[config.mk]
export PLATFORM = sky130hd
export DESIGN_NAME = biquad_iir_filter
export DESIGN_NICKNAME = d
export VERILOG_FILES = /design/src/design/bqf_pkg.sv /design/src/design/bqf_regs.sv /design/src/design/bqf_ctrl.sv /design/src/design/bqf_datapath.sv /design/src/design/biquad_iir_filter.sv
export VERILOG_INCLUDE_DIRS = /design/src /design/src/design
export SDC_FILE = /design/constraint.sdc
export NUM_CORES = 2
export LEC_CHECK = 0
export ABC_AREA = 1
export CAP_MARGIN = 20
export CELL_PAD_IN_SITES_DETAIL_PLACEMENT = 0
export CELL_PAD_IN_SITES_GLOBAL_PLACEMENT = 1
export CORE_MARGIN = 1.5
export CORE_UTILIZATION = 35
export DETAILED_ROUTE_END_ITERATION = 6
export DONT_BUFFER_PORTS = 1
export PLACE_DENSITY = 0.71
export SETUP_SLACK_MARGIN = 0.1
export SLEW_MARGIN = 10
export SYNTH_ARGS = -nofsm -noshare
export SYNTH_HDL_FRONTEND = slang
export SYNTH_SLANG_ARGS = --single-unit
[constraint.sdc]
create_clock -name clock -period 9.47 [get_ports clock]
set_input_delay 0.4735 -clock clock [delete_from_list [all_inputs] [get_ports clock]]
set_output_delay 0.4735 -clock clock [all_outputs]
set_load 0.005 [all_outputs]
[src/design/biquad_iir_filter_assert.svh]
// Assertion macros shared by the biquad filter modules.
// No dependencies; included by the controller and the datapath.
`ifndef BIQUAD_IIR_FILTER_ASSERT_SVH
`define BIQUAD_IIR_FILTER_ASSERT_SVH

// Same-cycle implication, checked at every rising edge outside reset.
`define BQF_ASSERT_IMPLY(name, clk, rst, ante, cons, msg) \
   name: assert property (@(posedge clk) disable iff (rst) (ante) |-> (cons)) \
      else $error(msg);

// Next-cycle implication, checked at every rising edge outside reset.
`define BQF_ASSERT_NEXT(name, clk, rst, ante, cons, msg) \
   name: assert property (@(posedge clk) disable iff (rst) (ante) |=> (cons)) \
      else $error(msg);

`endif

[src/design/bqf_pkg.sv]
// Shared types, register indexes and sequencer command codes of the biquad filter.
// No dependencies; used by every module of the block.
package bqf_pkg;

   // Parameter defaults.
   localparam int SAMPLE_BITS_DEF    = 24;
   localparam int COEF_FRAC_BITS_DEF = 28;

   // Fixed field widths.
   localparam int COEF_W   = 32;
   localparam int GAIN_W   = 31;
   localparam int WET_W    = 17;
   localparam int DELAY_W  = 32;
   localparam int MIX_FRAC = 16;
   localparam int ACC_W    = 66;
   localparam int OPB_W    = 33;

   localparam logic [WET_W-1:0] MIX_ONE = WET_W'(1) << MIX_FRAC;

   // Register file port.
   localparam int CSR_INDEX_W = 3;
   localparam int CSR_DATA_W  = 32;

   typedef logic [CSR_INDEX_W-1:0] csr_index_type;

   localparam csr_index_type REG_B0   = 3'd0;
   localparam csr_index_type REG_B1   = 3'd1;
   localparam csr_index_type REG_B2   = 3'd2;
   localparam csr_index_type REG_A1   = 3'd3;
   localparam csr_index_type REG_A2   = 3'd4;
   localparam csr_index_type REG_GAIN = 3'd5;
   localparam csr_index_type REG_WET  = 3'd6;

   typedef struct packed {
      logic signed [COEF_W-1:0] b0;
      logic signed [COEF_W-1:0] b1;
      logic signed [COEF_W-1:0] b2;
      logic signed [COEF_W-1:0] a1;
      logic signed [COEF_W-1:0] a2;
      logic        [GAIN_W-1:0] gain;
      logic        [WET_W-1:0]  wet;
   } coef_type;

   // Multiplier operand pairs.
   typedef logic [2:0] mul_sel_type;

   localparam mul_sel_type MUL_A1_D1  = 3'd0;
   localparam mul_sel_type MUL_A2_D2  = 3'd1;
   localparam mul_sel_type MUL_B0_W   = 3'd2;
   localparam mul_sel_type MUL_B1_D1  = 3'd3;
   localparam mul_sel_type MUL_B2_D2  = 3'd4;
   localparam mul_sel_type MUL_GAIN_Y = 3'd5;
   localparam mul_sel_type MUL_G_WET  = 3'd6;
   localparam mul_sel_type MUL_X_DRY  = 3'd7;

   // Accumulator operations.
   typedef logic [2:0] acc_op_type;

   localparam acc_op_type ACC_HOLD      = 3'd0;
   localparam acc_op_type ACC_LOAD_W    = 3'd1;
   localparam acc_op_type ACC_LOAD_HALF = 3'd2;
   localparam acc_op_type ACC_LOAD_MIX  = 3'd3;
   localparam acc_op_type ACC_ADD       = 3'd4;
   localparam acc_op_type ACC_SUB       = 3'd5;

   typedef struct packed {
      logic        load_x;
      logic        mul_en;
      mul_sel_type mul_sel;
      acc_op_type  acc_op;
      logic        cap_w;
      logic        cap_y;
      logic        cap_g;
      logic        finish;
   } dp_cmd_type;

   typedef struct packed {
      logic out_stall;
   } dp_status_type;

endpackage

[src/design/bqf_regs.sv]
// Configuration registers of the biquad filter: coefficients, output gain, wet mix.
// Depends on bqf_pkg.
module bqf_regs #(
   parameter int COEF_FRAC_BITS = bqf_pkg::COEF_FRAC_BITS_DEF
) (
   input  logic                             clock,
   input  logic                             reset,
   input  logic                             csr_we,
   input  bqf_pkg::csr_index_type           csr_index,
   input  logic [bqf_pkg::CSR_DATA_W-1:0]   csr_wdata,
   output bqf_pkg::coef_type                cfg
);

   localparam logic [bqf_pkg::COEF_W-1:0] UNITY = bqf_pkg::COEF_W'(1) << COEF_FRAC_BITS;

   bqf_pkg::coef_type cfg_ff;
   bqf_pkg::coef_type cfg_in;

   always_comb begin
      cfg_in = cfg_ff;
      if (csr_we) begin
         case (csr_index)
            bqf_pkg::REG_B0:   cfg_in.b0   = csr_wdata[bqf_pkg::COEF_W-1:0];
            bqf_pkg::REG_B1:   cfg_in.b1   = csr_wdata[bqf_pkg::COEF_W-1:0];
            bqf_pkg::REG_B2:   cfg_in.b2   = csr_wdata[bqf_pkg::COEF_W-1:0];
            bqf_pkg::REG_A1:   cfg_in.a1   = csr_wdata[bqf_pkg::COEF_W-1:0];
            bqf_pkg::REG_A2:   cfg_in.a2   = csr_wdata[bqf_pkg::COEF_W-1:0];
            bqf_pkg::REG_GAIN: cfg_in.gain = csr_wdata[bqf_pkg::GAIN_W-1:0];
            bqf_pkg::REG_WET:  cfg_in.wet  = csr_wdata[bqf_pkg::WET_W-1:0];
            default:           cfg_in      = cfg_ff;
         endcase
      end
   end

   always_ff @(posedge clock) begin
      if (reset) begin
         cfg_ff.b0   <= UNITY;
         cfg_ff.b1   <= '0;
         cfg_ff.b2   <= '0;
         cfg_ff.a1   <= '0;
         cfg_ff.a2   <= '0;
         cfg_ff.gain <= UNITY[bqf_pkg::GAIN_W-1:0];
         cfg_ff.wet  <= bqf_pkg::MIX_ONE;
      end else begin
         cfg_ff <= cfg_in;
      end
   end

   assign cfg = cfg_ff;

endmodule

[src/design/bqf_ctrl.sv]
// Sequencer of the biquad filter: walks the multiply-accumulate schedule for one item.
// Depends on bqf_pkg and the assertion macro header.
`include "biquad_iir_filter_assert.svh"

module bqf_ctrl (
   input  logic                   clock,
   input  logic                   reset,
   input  logic                   req_tvalid,
   output logic                   req_tready,
   input  bqf_pkg::dp_status_type status,
   output bqf_pkg::dp_cmd_type    cmd
);

   localparam logic ST_IDLE = 1'b0;
   localparam logic ST_RUN  = 1'b1;

   // Schedule steps; each product is registered and summed at the following step.
   localparam logic [3:0] STEP_A1   = 4'd0;
   localparam logic [3:0] STEP_A2   = 4'd1;
   localparam logic [3:0] STEP_WSUM = 4'd2;
   localparam logic [3:0] STEP_W    = 4'd3;
   localparam logic [3:0] STEP_B2   = 4'd4;
   localparam logic [3:0] STEP_B0   = 4'd5;
   localparam logic [3:0] STEP_YSUM = 4'd6;
   localparam logic [3:0] STEP_Y    = 4'd7;
   localparam logic [3:0] STEP_GAIN = 4'd8;
   localparam logic [3:0] STEP_GSUM = 4'd9;
   localparam logic [3:0] STEP_G    = 4'd10;
   localparam logic [3:0] STEP_WET  = 4'd11;
   localparam logic [3:0] STEP_MSUM = 4'd12;
   localparam logic [3:0] STEP_LAST = 4'd13;

   logic       state_ff, state_in;
   logic [3:0] step_ff, step_in;

   always_comb begin
      cmd      = '0;
      state_in = state_ff;
      step_in  = step_ff;
      case (state_ff)
         ST_IDLE: begin
            if (req_tvalid) begin
               cmd.load_x = 1'b1;
               state_in   = ST_RUN;
               step_in    = STEP_A1;
            end
         end
         ST_RUN: begin
            step_in = step_ff + 4'd1;
            case (step_ff)
               STEP_A1: begin
                  cmd.acc_op  = bqf_pkg::ACC_LOAD_W;
                  cmd.mul_en  = 1'b1;
                  cmd.mul_sel = bqf_pkg::MUL_A1_D1;
               end
               STEP_A2: begin
                  cmd.acc_op  = bqf_pkg::ACC_SUB;
                  cmd.mul_en  = 1'b1;
                  cmd.mul_sel = bqf_pkg::MUL_A2_D2;
               end
               STEP_WSUM: begin
                  cmd.acc_op = bqf_pkg::ACC_SUB;
               end
               STEP_W: begin
                  cmd.cap_w   = 1'b1;
                  cmd.acc_op  = bqf_pkg::ACC_LOAD_HALF;
                  cmd.mul_en  = 1'b1;
                  cmd.mul_sel = bqf_pkg::MUL_B1_D1;
               end
               STEP_B2: begin
                  cmd.acc_op  = bqf_pkg::ACC_ADD;
                  cmd.mul_en  = 1'b1;
                  cmd.mul_sel = bqf_pkg::MUL_B2_D2;
               end
               STEP_B0: begin
                  cmd.acc_op  = bqf_pkg::ACC_ADD;
                  cmd.mul_en  = 1'b1;
                  cmd.mul_sel = bqf_pkg::MUL_B0_W;
               end
               STEP_YSUM: begin
                  cmd.acc_op = bqf_pkg::ACC_ADD;
               end
               STEP_Y: begin
                  cmd.cap_y  = 1'b1;
                  cmd.acc_op = bqf_pkg::ACC_LOAD_HALF;
               end
               STEP_GAIN: begin
                  cmd.mul_en  = 1'b1;
                  cmd.mul_sel = bqf_pkg::MUL_GAIN_Y;
               end
               STEP_GSUM: begin
                  cmd.acc_op = bqf_pkg::ACC_ADD;
               end
               STEP_G: begin
                  cmd.cap_g   = 1'b1;
                  cmd.acc_op  = bqf_pkg::ACC_LOAD_MIX;
                  cmd.mul_en  = 1'b1;
                  cmd.mul_sel = bqf_pkg::MUL_X_DRY;
               end
               STEP_WET: begin
                  cmd.acc_op  = bqf_pkg::ACC_ADD;
                  cmd.mul_en  = 1'b1;
                  cmd.mul_sel = bqf_pkg::MUL_G_WET;
               end
               STEP_MSUM: begin
                  cmd.acc_op = bqf_pkg::ACC_ADD;
               end
               STEP_LAST: begin
                  // Wait here while the previous result is still unread.
                  if (status.out_stall) begin
                     step_in = step_ff;
                  end else begin
                     cmd.finish = 1'b1;
                     state_in   = ST_IDLE;
                  end
               end
               default: begin
                  state_in = ST_IDLE;
               end
            endcase
         end
         default: begin
            state_in = ST_IDLE;
         end
      endcase
   end

   always_ff @(posedge clock) begin
      if (reset) begin
         state_ff <= ST_IDLE;
         step_ff  <= STEP_A1;
      end else begin
         state_ff <= state_in;
         step_ff  <= step_in;
      end
   end

   assign req_tready = (state_ff == ST_IDLE);

   `BQF_ASSERT_NEXT(a_accept_starts, clock, reset, req_tvalid && req_tready, state_ff == ST_RUN && step_ff == STEP_A1, "accepted item did not start the schedule")
   `BQF_ASSERT_IMPLY(a_step_range, clock, reset, state_ff == ST_RUN, step_ff <= STEP_LAST, "schedule step out of range")
   `BQF_ASSERT_IMPLY(a_no_overwrite, clock, reset, cmd.finish, !status.out_stall, "result written over an unread result")

endmodule

[src/design/bqf_datapath.sv]
// Datapath of the biquad filter: shared multiplier, accumulator, delay line and result register.
// Depends on bqf_pkg and the assertion macro header.
`include "biquad_iir_filter_assert.svh"

module bqf_datapath #(
   parameter int SAMPLE_BITS    = bqf_pkg::SAMPLE_BITS_DEF,
   parameter int COEF_FRAC_BITS = bqf_pkg::COEF_FRAC_BITS_DEF
) (
   input  logic                          clock,
   input  logic                          reset,
   input  bqf_pkg::coef_type             cfg,
   input  bqf_pkg::dp_cmd_type           cmd,
   output bqf_pkg::dp_status_type        status,
   input  logic signed [SAMPLE_BITS-1:0] req_sample,
   output logic        [SAMPLE_BITS-1:0] rsp_sample,
   output logic                          rsp_clipped,
   output logic                          rsp_valid,
   input  logic                          rsp_tready
);

   localparam int ACC_W = bqf_pkg::ACC_W;
   localparam int DW    = bqf_pkg::DELAY_W;
   // The gained value spans the product of a 32-bit value and a 31-bit gain.
   localparam int GW    = 63 - COEF_FRAC_BITS;
   localparam int OPA_W = (GW > 33) ? GW : 33;
   localparam int OPB_W = bqf_pkg::OPB_W;
   localparam int PW    = OPA_W + OPB_W;

   localparam logic signed [ACC_W-1:0] HALF_F   = ACC_W'(1) << (COEF_FRAC_BITS - 1);
   localparam logic signed [ACC_W-1:0] HALF_MIX = ACC_W'(1) << (bqf_pkg::MIX_FRAC - 1);
   localparam logic signed [ACC_W-1:0] D_MAX = {{(ACC_W-DW+1){1'b0}}, {(DW-1){1'b1}}};
   localparam logic signed [ACC_W-1:0] D_MIN = {{(ACC_W-DW+1){1'b1}}, {(DW-1){1'b0}}};
   localparam logic signed [ACC_W-1:0] S_MAX =
      {{(ACC_W-SAMPLE_BITS+1){1'b0}}, {(SAMPLE_BITS-1){1'b1}}};
   localparam logic signed [ACC_W-1:0] S_MIN =
      {{(ACC_W-SAMPLE_BITS+1){1'b1}}, {(SAMPLE_BITS-1){1'b0}}};

   logic signed [SAMPLE_BITS-1:0] x_ff, x_in;
   logic signed [ACC_W-1:0]       prod_ff, prod_in;
   logic signed [ACC_W-1:0]       acc_ff, acc_in;
   logic signed [DW-1:0]          w_ff, w_in;
   logic signed [DW-1:0]          y_ff, y_in;
   logic signed [GW-1:0]          g_ff, g_in;
   logic signed [DW-1:0]          d1_ff, d1_in;
   logic signed [DW-1:0]          d2_ff, d2_in;
   logic                          clip_ff, clip_in;
   logic        [SAMPLE_BITS-1:0] out_sample_ff, out_sample_in;
   logic                          out_clip_ff, out_clip_in;
   logic                          out_valid_ff, out_valid_in;

   logic [bqf_pkg::WET_W-1:0] wet_eff;
   logic [bqf_pkg::WET_W-1:0] dry;
   logic signed [OPA_W-1:0]   op_a;
   logic signed [OPB_W-1:0]   op_b;
   logic signed [PW-1:0]      mul_full;
   logic signed [ACC_W-1:0]   shift_f;
   logic signed [ACC_W-1:0]   shift_mix;
   logic signed [DW-1:0]      dsat_val;
   logic                      dsat_flag;
   logic [SAMPLE_BITS-1:0]    mix_val;
   logic                      mix_flag;

   // A wet fraction above one acts as fully filtered.
   always_comb begin
      wet_eff = (cfg.wet > bqf_pkg::MIX_ONE) ? bqf_pkg::MIX_ONE : cfg.wet;
      dry     = bqf_pkg::MIX_ONE - wet_eff;
   end

   always_comb begin
      case (cmd.mul_sel)
         bqf_pkg::MUL_A1_D1: begin
            op_a = OPA_W'(cfg.a1);
            op_b = OPB_W'(d1_ff);
         end
         bqf_pkg::MUL_A2_D2: begin
            op_a = OPA_W'(cfg.a2);
            op_b = OPB_W'(d2_ff);
         end
         bqf_pkg::MUL_B0_W: begin
            op_a = OPA_W'(cfg.b0);
            op_b = OPB_W'(w_ff);
         end
         bqf_pkg::MUL_B1_D1: begin
            op_a = OPA_W'(cfg.b1);
            op_b = OPB_W'(d1_ff);
         end
         bqf_pkg::MUL_B2_D2: begin
            op_a = OPA_W'(cfg.b2);
            op_b = OPB_W'(d2_ff);
         end
         bqf_pkg::MUL_GAIN_Y: begin
            op_a = OPA_W'(y_ff);
            op_b = OPB_W'(cfg.gain);
         end
         bqf_pkg::MUL_G_WET: begin
            op_a = OPA_W'(g_ff);
            op_b = OPB_W'(wet_eff);
         end
         bqf_pkg::MUL_X_DRY: begin
            op_a = OPA_W'(x_ff);
            op_b = OPB_W'(dry);
         end
         default: begin
            op_a = '0;
            op_b = '0;
         end
      endcase
      mul_full = op_a * op_b;
   end

   // Rounded results: the half LSB is already in the accumulator, so a floor shift remains.
   always_comb begin
      shift_f   = acc_ff >>> COEF_FRAC_BITS;
      shift_mix = acc_ff >>> bqf_pkg::MIX_FRAC;

      dsat_flag = 1'b1;
      if (shift_f > D_MAX) begin
         dsat_val = D_MAX[DW-1:0];
      end else if (shift_f < D_MIN) begin
         dsat_val = D_MIN[DW-1:0];
      end else begin
         dsat_val  = shift_f[DW-1:0];
         dsat_flag = 1'b0;
      end

      mix_flag = 1'b1;
      if (shift_mix > S_MAX) begin
         mix_val = S_MAX[SAMPLE_BITS-1:0];
      end else if (shift_mix < S_MIN) begin
         mix_val = S_MIN[SAMPLE_BITS-1:0];
      end else begin
         mix_val  = shift_mix[SAMPLE_BITS-1:0];
         mix_flag = 1'b0;
      end
   end

   always_comb begin
      x_in    = cmd.load_x ? req_sample : x_ff;
      prod_in = cmd.mul_en ? mul_full[ACC_W-1:0] : prod_ff;

      case (cmd.acc_op)
         bqf_pkg::ACC_HOLD:      acc_in = acc_ff;
         bqf_pkg::ACC_LOAD_W:    acc_in = (ACC_W'(x_ff) <<< COEF_FRAC_BITS) + HALF_F;
         bqf_pkg::ACC_LOAD_HALF: acc_in = HALF_F;
         bqf_pkg::ACC_LOAD_MIX:  acc_in = HALF_MIX;
         bqf_pkg::ACC_ADD:       acc_in = acc_ff + prod_ff;
         bqf_pkg::ACC_SUB:       acc_in = acc_ff - prod_ff;
         default:                acc_in = acc_ff;
      endcase

      clip_in = clip_ff;
      if (cmd.load_x) begin
         clip_in = 1'b0;
      end else if (cmd.cap_w || cmd.cap_y) begin
         clip_in = clip_ff | dsat_flag;
      end

      w_in = cmd.cap_w ? dsat_val : w_ff;
      y_in = cmd.cap_y ? dsat_val : y_ff;
      g_in = cmd.cap_g ? acc_ff[COEF_FRAC_BITS+GW-1:COEF_FRAC_BITS] : g_ff;

      d1_in         = cmd.finish ? w_ff : d1_ff;
      d2_in         = cmd.finish ? d1_ff : d2_ff;
      out_sample_in = cmd.finish ? mix_val : out_sample_ff;
      out_clip_in   = cmd.finish ? (clip_ff | mix_flag) : out_clip_ff;
      out_valid_in  = cmd.finish | (out_valid_ff & ~rsp_tready);
   end

   always_ff @(posedge clock) begin
      x_ff          <= x_in;
      prod_ff       <= prod_in;
      acc_ff        <= acc_in;
      w_ff          <= w_in;
      y_ff          <= y_in;
      g_ff          <= g_in;
      clip_ff       <= clip_in;
      out_sample_ff <= out_sample_in;
      out_clip_ff   <= out_clip_in;
   end

   always_ff @(posedge clock) begin
      if (reset) begin
         d1_ff        <= '0;
         d2_ff        <= '0;
         out_valid_ff <= 1'b0;
      end else begin
         d1_ff        <= d1_in;
         d2_ff        <= d2_in;
         out_valid_ff <= out_valid_in;
      end
   end

   assign status.out_stall = out_valid_ff & ~rsp_tready;
   assign rsp_sample       = out_sample_ff;
   assign rsp_clipped      = out_clip_ff;
   assign rsp_valid        = out_valid_ff;

   `BQF_ASSERT_NEXT(a_finish_valid, clock, reset, cmd.finish, out_valid_ff, "finished item not presented")
   `BQF_ASSERT_NEXT(a_delay_shift, clock, reset, cmd.finish, d1_ff == $past(w_ff) && d2_ff == $past(d1_ff), "delay line not advanced")
   `BQF_ASSERT_NEXT(a_clip_cleared, clock, reset, cmd.load_x, !clip_ff, "saturation flag carried into a new item")

endmodule

[src/design/biquad_iir_filter.sv]
// Top level of the biquad IIR filter (direct form II with output gain and dry/wet mix).
// Depends on bqf_pkg, bqf_regs, bqf_ctrl and bqf_datapath.
//
// Usage:
//   The req_ channel carries one signed audio sample per item in req_tdata. The rsp_
//   channel returns exactly one item per input item: the mixed, saturated sample in
//   rsp_tdata and a saturation flag in rsp_tuser. Items are transferred when tvalid
//   and tready are both high at a rising clock edge.
//   The csr_ port writes the five Q4.28 coefficients, the unsigned Q3.28 output gain and the
//   Q1.16 wet fraction; writes take effect at once and should be made while idle.
//   Schedule: an item is accepted while the sequencer is idle, then the sequencer runs
//   fourteen schedule steps through one shared multiplier and one accumulator (eight
//   products, each registered before it is summed). The result is written to the
//   output register as the last step ends, and the next item is taken only after
//   that, so items are processed one at a time through the single multiplier.
//   Stalls: the result sits in an output register. The next item is still accepted
//   and computed while it waits; the block holds in its last step only if that
//   register is still full when the next result is ready.
//   Reset (synchronous, active high) clears the delay values, restores the register
//   defaults (unity b0 and gain, all else zero, fully wet) and empties the output.
module biquad_iir_filter #(
   parameter int SAMPLE_BITS    = bqf_pkg::SAMPLE_BITS_DEF,
   parameter int COEF_FRAC_BITS = bqf_pkg::COEF_FRAC_BITS_DEF
) (
   input  logic                                 clock,
   input  logic                                 reset,
   // Input channel. req_tdata: sample_in in the low SAMPLE_BITS bits, zero padded.
   input  logic                                 req_tvalid,
   output logic                                 req_tready,
   input  logic [((SAMPLE_BITS+7)/8)*8-1:0]     req_tdata,
   // Result channel. rsp_tdata: sample_out in the low SAMPLE_BITS bits, zero padded.
   output logic                                 rsp_tvalid,
   input  logic                                 rsp_tready,
   output logic [((SAMPLE_BITS+7)/8)*8-1:0]     rsp_tdata,
   // rsp_tuser: clipped (bit 0).
   output logic                                 rsp_tuser,
   // Configuration write port.
   input  logic                                 csr_we,
   input  logic [bqf_pkg::CSR_INDEX_W-1:0]      csr_index,
   input  logic [bqf_pkg::CSR_DATA_W-1:0]       csr_wdata
);

   localparam int TDATA_W = ((SAMPLE_BITS + 7) / 8) * 8;

   bqf_pkg::coef_type      cfg;
   bqf_pkg::dp_cmd_type    cmd;
   bqf_pkg::dp_status_type status;
   logic [SAMPLE_BITS-1:0] rsp_sample;

   // Register file: written directly from the configuration port.
   bqf_regs #(
      .COEF_FRAC_BITS (COEF_FRAC_BITS)
   ) u_regs (
      .clock     (clock),
      .reset     (reset),
      .csr_we    (csr_we),
      .csr_index (csr_index),
      .csr_wdata (csr_wdata),
      .cfg       (cfg)
   );

   // Sequencer: takes an item when idle and steps the datapath through the schedule.
   bqf_ctrl u_ctrl (
      .clock      (clock),
      .reset      (reset),
      .req_tvalid (req_tvalid),
      .req_tready (req_tready),
      .status     (status),
      .cmd        (cmd)
   );

   // Datapath: multiplier, accumulator, saturation, delay values and result register.
   bqf_datapath #(
      .SAMPLE_BITS    (SAMPLE_BITS),
      .COEF_FRAC_BITS (COEF_FRAC_BITS)
   ) u_datapath (
      .clock       (clock),
      .reset       (reset),
      .cfg         (cfg),
      .cmd         (cmd),
      .status      (status),
      .req_sample  (req_tdata[SAMPLE_BITS-1:0]),
      .rsp_sample  (rsp_sample),
      .rsp_clipped (rsp_tuser),
      .rsp_valid   (rsp_tvalid),
      .rsp_tready  (rsp_tready)
   );

   // The sample is carried as raw bits, so the padding above it is zero.
   assign rsp_tdata = TDATA_W'(rsp_sample);

endmodule
* Word level (Yosys, flattened, before mapping)
Index checks and enable logic that the tools add are counted.
Cells by class: add/subtract/negate cells 5, mux-type cells 28, $mul 1, $lt $le $gt $ge 5, bitwise gates (word level) 6, reductions and logical operators 19, equality and inequality tests 33
Operators with widths (number):
- case mux 66 bit (5 select lines) | 1
- case mux 35 bit (8 select lines) | 1
- case mux 33 bit (6 select lines) | 1
- adder 66 bit | 1
- multiplier 35 x 33 -> 66 bit | 1
- subtractor 66 bit | 1
- two-way mux 32 bit | 2
- adder 52 x 29 -> 53 bit, second input constant | 1
- > comparator 50 x 24 -> 1 bit, second input constant | 1
- < comparator 50 x 24 -> 1 bit, second input constant | 1
- > comparator 38 x 32 -> 1 bit, second input constant | 1
- < comparator 38 x 32 -> 1 bit, second input constant | 1
- case mux 4 bit (8 select lines) | 1
- equality test 3 bit, second input constant | 9
- equality test 4 bit, second input constant | 6
- two-way mux 24 bit | 1
- equality test 3 x 2 -> 1 bit, second input constant | 6
- > comparator 17 bit, second input constant | 1
- two-way mux 17 bit | 1
- subtractor 17 bit, first input constant | 1
- equality test 4 x 3 -> 1 bit, second input constant | 4
- AND reduction 2 bit | 8
- case mux 3 bit (5 select lines) | 1
- OR reduction 13 bit | 1
- 20 further kinds | 44
Word-level totals: input port bits 64, output and inout port bits 27, word-level logic and storage cells 118, register bits 559

* Logic depth before layout (Yosys ltp)
word-level depth 9, gate-level depth with buffers 50

* Hierarchy
From an unflattened synthesis, not the netlist that was laid out.
Second synthesis, totals: cells, all modules 9020, area total of the unflattened synthesis 71831.4 µm²
By module, submodules not included:
- bqf_datapath | times used 1, area each 63081.8 µm², cells an instance 7755
- bqf_regs | times used 1, area each 8162.8 µm², cells an instance 1177
- bqf_ctrl | times used 1, area each 586.8 µm², cells an instance 88

* Worst setup path before layout
Ideal clock, no wire load.
path type flip-flop to flip-flop, start point register u_ctrl.step_ff[1], end point register u_datapath.prod_ff[61] (data pin), cell stages (with the launch flop) 39, buffers on the path 2, slack 0.825 ns, data arrival time 8.386 ns, data required time 9.211 ns, cell sequence dfxtp_1 > inv_1 > ha_1 > inv_1 > nand2_1 > nand2_4 > nand3_4 > nand2_8 > nand3_4 > or2_2 > clkbuf_1 > nand2_1 > inv_1 > buf_2 > nand2_1 > inv_1 > fa_1 > inv_1 > [3 not listed] > fa_1 > inv_1 > fa_1 > fa_1 > fa_1 > fa_1 > inv_1 > ha_1 > nand2_1 > nor2_1 > inv_1 > nor3_1 > inv_1 > nor2_1 > o21ai_0 > nand3_1 > a21oi_1 > xnor2_1
Between the ends: cells in the longest elaborated chain, start to end 7
Ends and longest elaborated chain:
- start: declaration | line bqf_ctrl.sv:34 | logic [3:0] step_ff, step_in;
- start signal: assignment | line bqf_ctrl.sv:134 | step_ff <= step_in;
- equality test 4 bit, or another cell as far along | line bqf_ctrl.sv:50 | case (step_ff)
- case mux 4 bit (8 select lines) (*) | line bqf_ctrl.sv:50
- two-way mux 11 bit (*) | line bqf_ctrl.sv:40 | case (state_ff)
- equality test 3 x 1 -> 1 bit, or another cell as far along | line bqf_datapath.sv:70 | case (cmd.mul_sel)
- OR reduction 2 bit (no line)
- case mux 33 bit (6 select lines) | line bqf_datapath.sv:70
- multiplier 35 x 33 -> 66 bit (*) | line bqf_datapath.sv:108 | mul_full = op_a * op_b;
- via u_datapath.mul_full[61] | line bqf_datapath.sv:55 | logic signed [PW-1:0] mul_full;
- end signal: assignment | line bqf_datapath.sv:171 | prod_ff <= prod_in;
- end: declaration | line bqf_datapath.sv:39 | logic signed [ACC_W-1:0] prod_ff, prod_in;
The timed path passes the listed nets; every way through them passes the cells marked *. A chain may end at the register's enable or synchronous reset.

* Final worst setup path
start point register u_ctrl.step_ff[1], end point register u_datapath.prod_ff[63] (data pin)
The elaborated chain is that of the path after synthesis.

==> metrics <==
fin crit period 9.23 ns; DRT antenna net count 0; synthesized area 0.0700 mm2; Final Net Count 10500; Max Slew Vio Count 0; area leader, netlist fa_1; WP data arrival 9.65 ns; Pwr per Cell Area 84.3 mW/mm2; Initial Utilization 35.2%; RSZ-0062 raised after global routing yes; Die Ht 450 um; Avg Cell Area, Syn 8.32 um2; clk_lat worst skew 0.68 ns; top_reg_cell synth edfxtp_1; CTS tree done; Core ar. 0.199 mm2; Placed Instances 11400; most numerous cell in the Yosys netlist inv_1; antenna violations before repair 8; share of cells above drive strength 1 14.4%; Setup Skew 0.0444 ns; max-cap violations 0; number of core rows 164; Synth Instances 8421; power share of the combinational group 21.6%; Critical Path Source Type register; outcome completed; crit-path max FO 10; CTS root buffer clkbuf_16; P&R area growth vs syn 18.4%; Yosys reg bits 559; CP max-delay cell fa_2; Seq pwr share 39.7%; # fillers 20000; Setup Viol. Count Final 0; die footprint 0.203 mm2; cts bufs inserted 67; dpl hpwl 224 mm; most frequent cells after synthesis inv_1, nor2_1, fa_1; synth warn 0; reg-to-reg startpoint u_ctrl.step_ff[1]$_SDFFE_PP0P_; Worst Hold Class in2reg; drt total wl 274 mm; total number of vias 60300; Req. time, crit path 9.89 ns; pre-CTS setup slack -0.399 ns; VDD IR-drop max 139 uV; met2 global-route usage 42.0%; IO Pins 91; fin crit share 97.4%; internal power 4.64 mW; Total GRT Usage 26.6%; GRT busiest layer met2; Max clock buf depth 3; largest net degree at the start of global routing 154; CP Launch Point u_ctrl.step_ff[1]$_SDFFE_PP0P_; Final WS setup 0.244 ns; top post-synthesis cells by area fa_1, edfxtp_1, inv_1; Port Buffers 0; clock sinks 559; routed length per instance 23.4 um; final core utilization 41.6%; DRT Pass-1 Iters 6; H-tree depth 3; initial DRC count 5557; HP Start csr_wdata[14]; GPL Wtd Cong 0.996; net switching power 2.34 mW; GR Layer Usage met3 4.53%; Die X 450 um; Remaining DRCs 0; Worst-Margin Slew 1.10 ns; Post-synth EDFFs 280; Vias/cell 5.17; Max Freq 0.108 GHz; critical path class reg2reg; Seq/Total Area, Yosys 20.0%; Fin. Hold Viols 0; post-route setup TNS 0 ns; first-pass GRT wire length 401 mm; grt total ovfl 0; Slew HR 26.5%; Hold Slack 0.0235 ns; Yosys cell types 63; vias in the first global route 60500; CP most frequent cell fa_1; Mapped Nets 9961; crit path capture type register; power share of the clock group 38.7%; met1 usage 36.7%; Clock Pin Slew Worst Setup and Hold Paths 0.06 ns; Sw Ratio 33.5%; CP max stage delay 0.61 ns; Yosys top cell area share 34.0%; Leakage 38.1 nW; fraction of registers with async set/reset 0%; Final Non-Filler Cells 11700
layer usage:
layer | up-vias | share of wire, %
li1 | 26900 | -
met1 | 30600 | 43
met2 | 2416 | 45
met3 | 383 | 7.9
met4 | 2 | 4.2
met5 | - | 0.0033
sequential cells by signal, indices dropped and copies added, names as in the netlist, 4 cells and up:
register and flops:
u_regs.cfg 208, u_datapath.acc_ff 66, u_datapath.prod_ff 66, u_datapath.g_ff 35, u_datapath.d1_ff 32, u_datapath.d2_ff 32, u_datapath.w_ff 32, u_datapath.y_ff 32
u_datapath.rsp_sample 24, u_datapath.x_ff 24, u_ctrl.step_ff 4
kinds of logic after synthesis:
kind of cell               synth area share (%)
and+or+nand+nor                            18.2
buffers and inverters                      11.9
adders and majority gates                  39.1
AOI/OAI and AO/OA                          9.04
DFF                                        20.0
xor gates and xnor gates                   1.74
placed cells by master, fill, tap and decap left out, types with 21 or more instances in the layout:
cell type / n
a21o_1: 34
a21oi_1: 302
a221oi_2: 21
a22oi_1: 34
a31oi_1: 26
buf_12: 89
buf_4: 588
buf_6: 36
clkbuf_16: 76
dfxtp_1: 275
dlygate4sd3_1: 60
edfxtp_1: 280
fa_1: 1159
fa_2: 29
ha_1: 259
ha_4: 23
inv_1: 1646
inv_2: 56
inv_4: 22
nand2_1: 1166
nand2_2: 35
nand3_1: 244
nand4_1: 69
nor2_1: 1314
nor2_2: 54
nor3_1: 45
nor4_1: 27
o21ai_0: 496
or2_2: 29
xnor2_1: 41
xor2_1: 93
final timing paths:
| path | endpoint | slack (ns) | cells after the start |
|---|---|---|---|
| max | u_datapath.prod_ff[63]$_DFFE_PP_ | 0.24 | 44 |
| min | u_regs.cfg[94]$_SDFFE_PP0P_ | 0.02 | 2 |
| max reg2reg | u_datapath.prod_ff[63]$_DFFE_PP_ | 0.24 | 44 |
| min reg2reg | u_regs.cfg[147]$_SDFFE_PP0P_ | 0.45 | 2 |
per-stage QoR:
| stage | power (mW) | instance area, um2 |
|---|---|---|
| 2_1_floorplan | 3.55 | 70000 |
| 3_3_place_gp | 4.18 | 77400 |
| 6_report | 6.99 | 82900 |
| 3_5_place_dp | 4.18 | 77400 |
| 5_1_grt | 7.22 | 82900 |
| 4_1_cts | 6.93 | 80800 |
critical path: cells and delay by family, from the launching register on:
kind | cells | cell delay (ns)
fa+ha+maj | 10 | 4.56
simple gates | 20 | 2.25
buf+inv | 11 | 1.23
compound gates | 3 | 0.52
flops | 1 | 0.37
timing repair:
action	in CTS	in global routing
cloned	2	7
hold endpoints to repair	214	0
gates resized for setup	95	299
hold buffers	60	0
endpoints found under the setup margin	40	45
pin swaps	10	84
setup buffers	18	63
power groups by stage:
stage / sequential (mW) / clock (mW) / combinational (mW)
global route: 2.78 / 2.83 / 1.61
CTS: 2.77 / 2.73 / 1.43
detailed placement: 2.82 / 0 / 1.36
floorplan: 2.76 / 0 / 0.784
finish: 2.78 / 2.70 / 1.51
global placement: 2.82 / 0 / 1.36
cell type report:
| cell class | count | area (um2) | share of cell area, % |
|---|---|---|---|
| inverters | 1740 | 6640 | 8.01 |
| clock inverters | 31 | 354 | 0.427 |
| repair buffers | 792 | 7590 | 9.16 |
| well taps | 2656 | 3320 | 4.01 |
| clock buffers | 92 | 1920 | 2.32 |
| diodes | 8 | 20.0 | 0.0241 |
| flip-flops and latches | 559 | 14000 | 16.9 |
| multi-input cells | 5796 | 49000 | 59.2 |
| repair inverters | 1 | 7.51 | 0.00905 |
(Power assumes the default switching activity.)
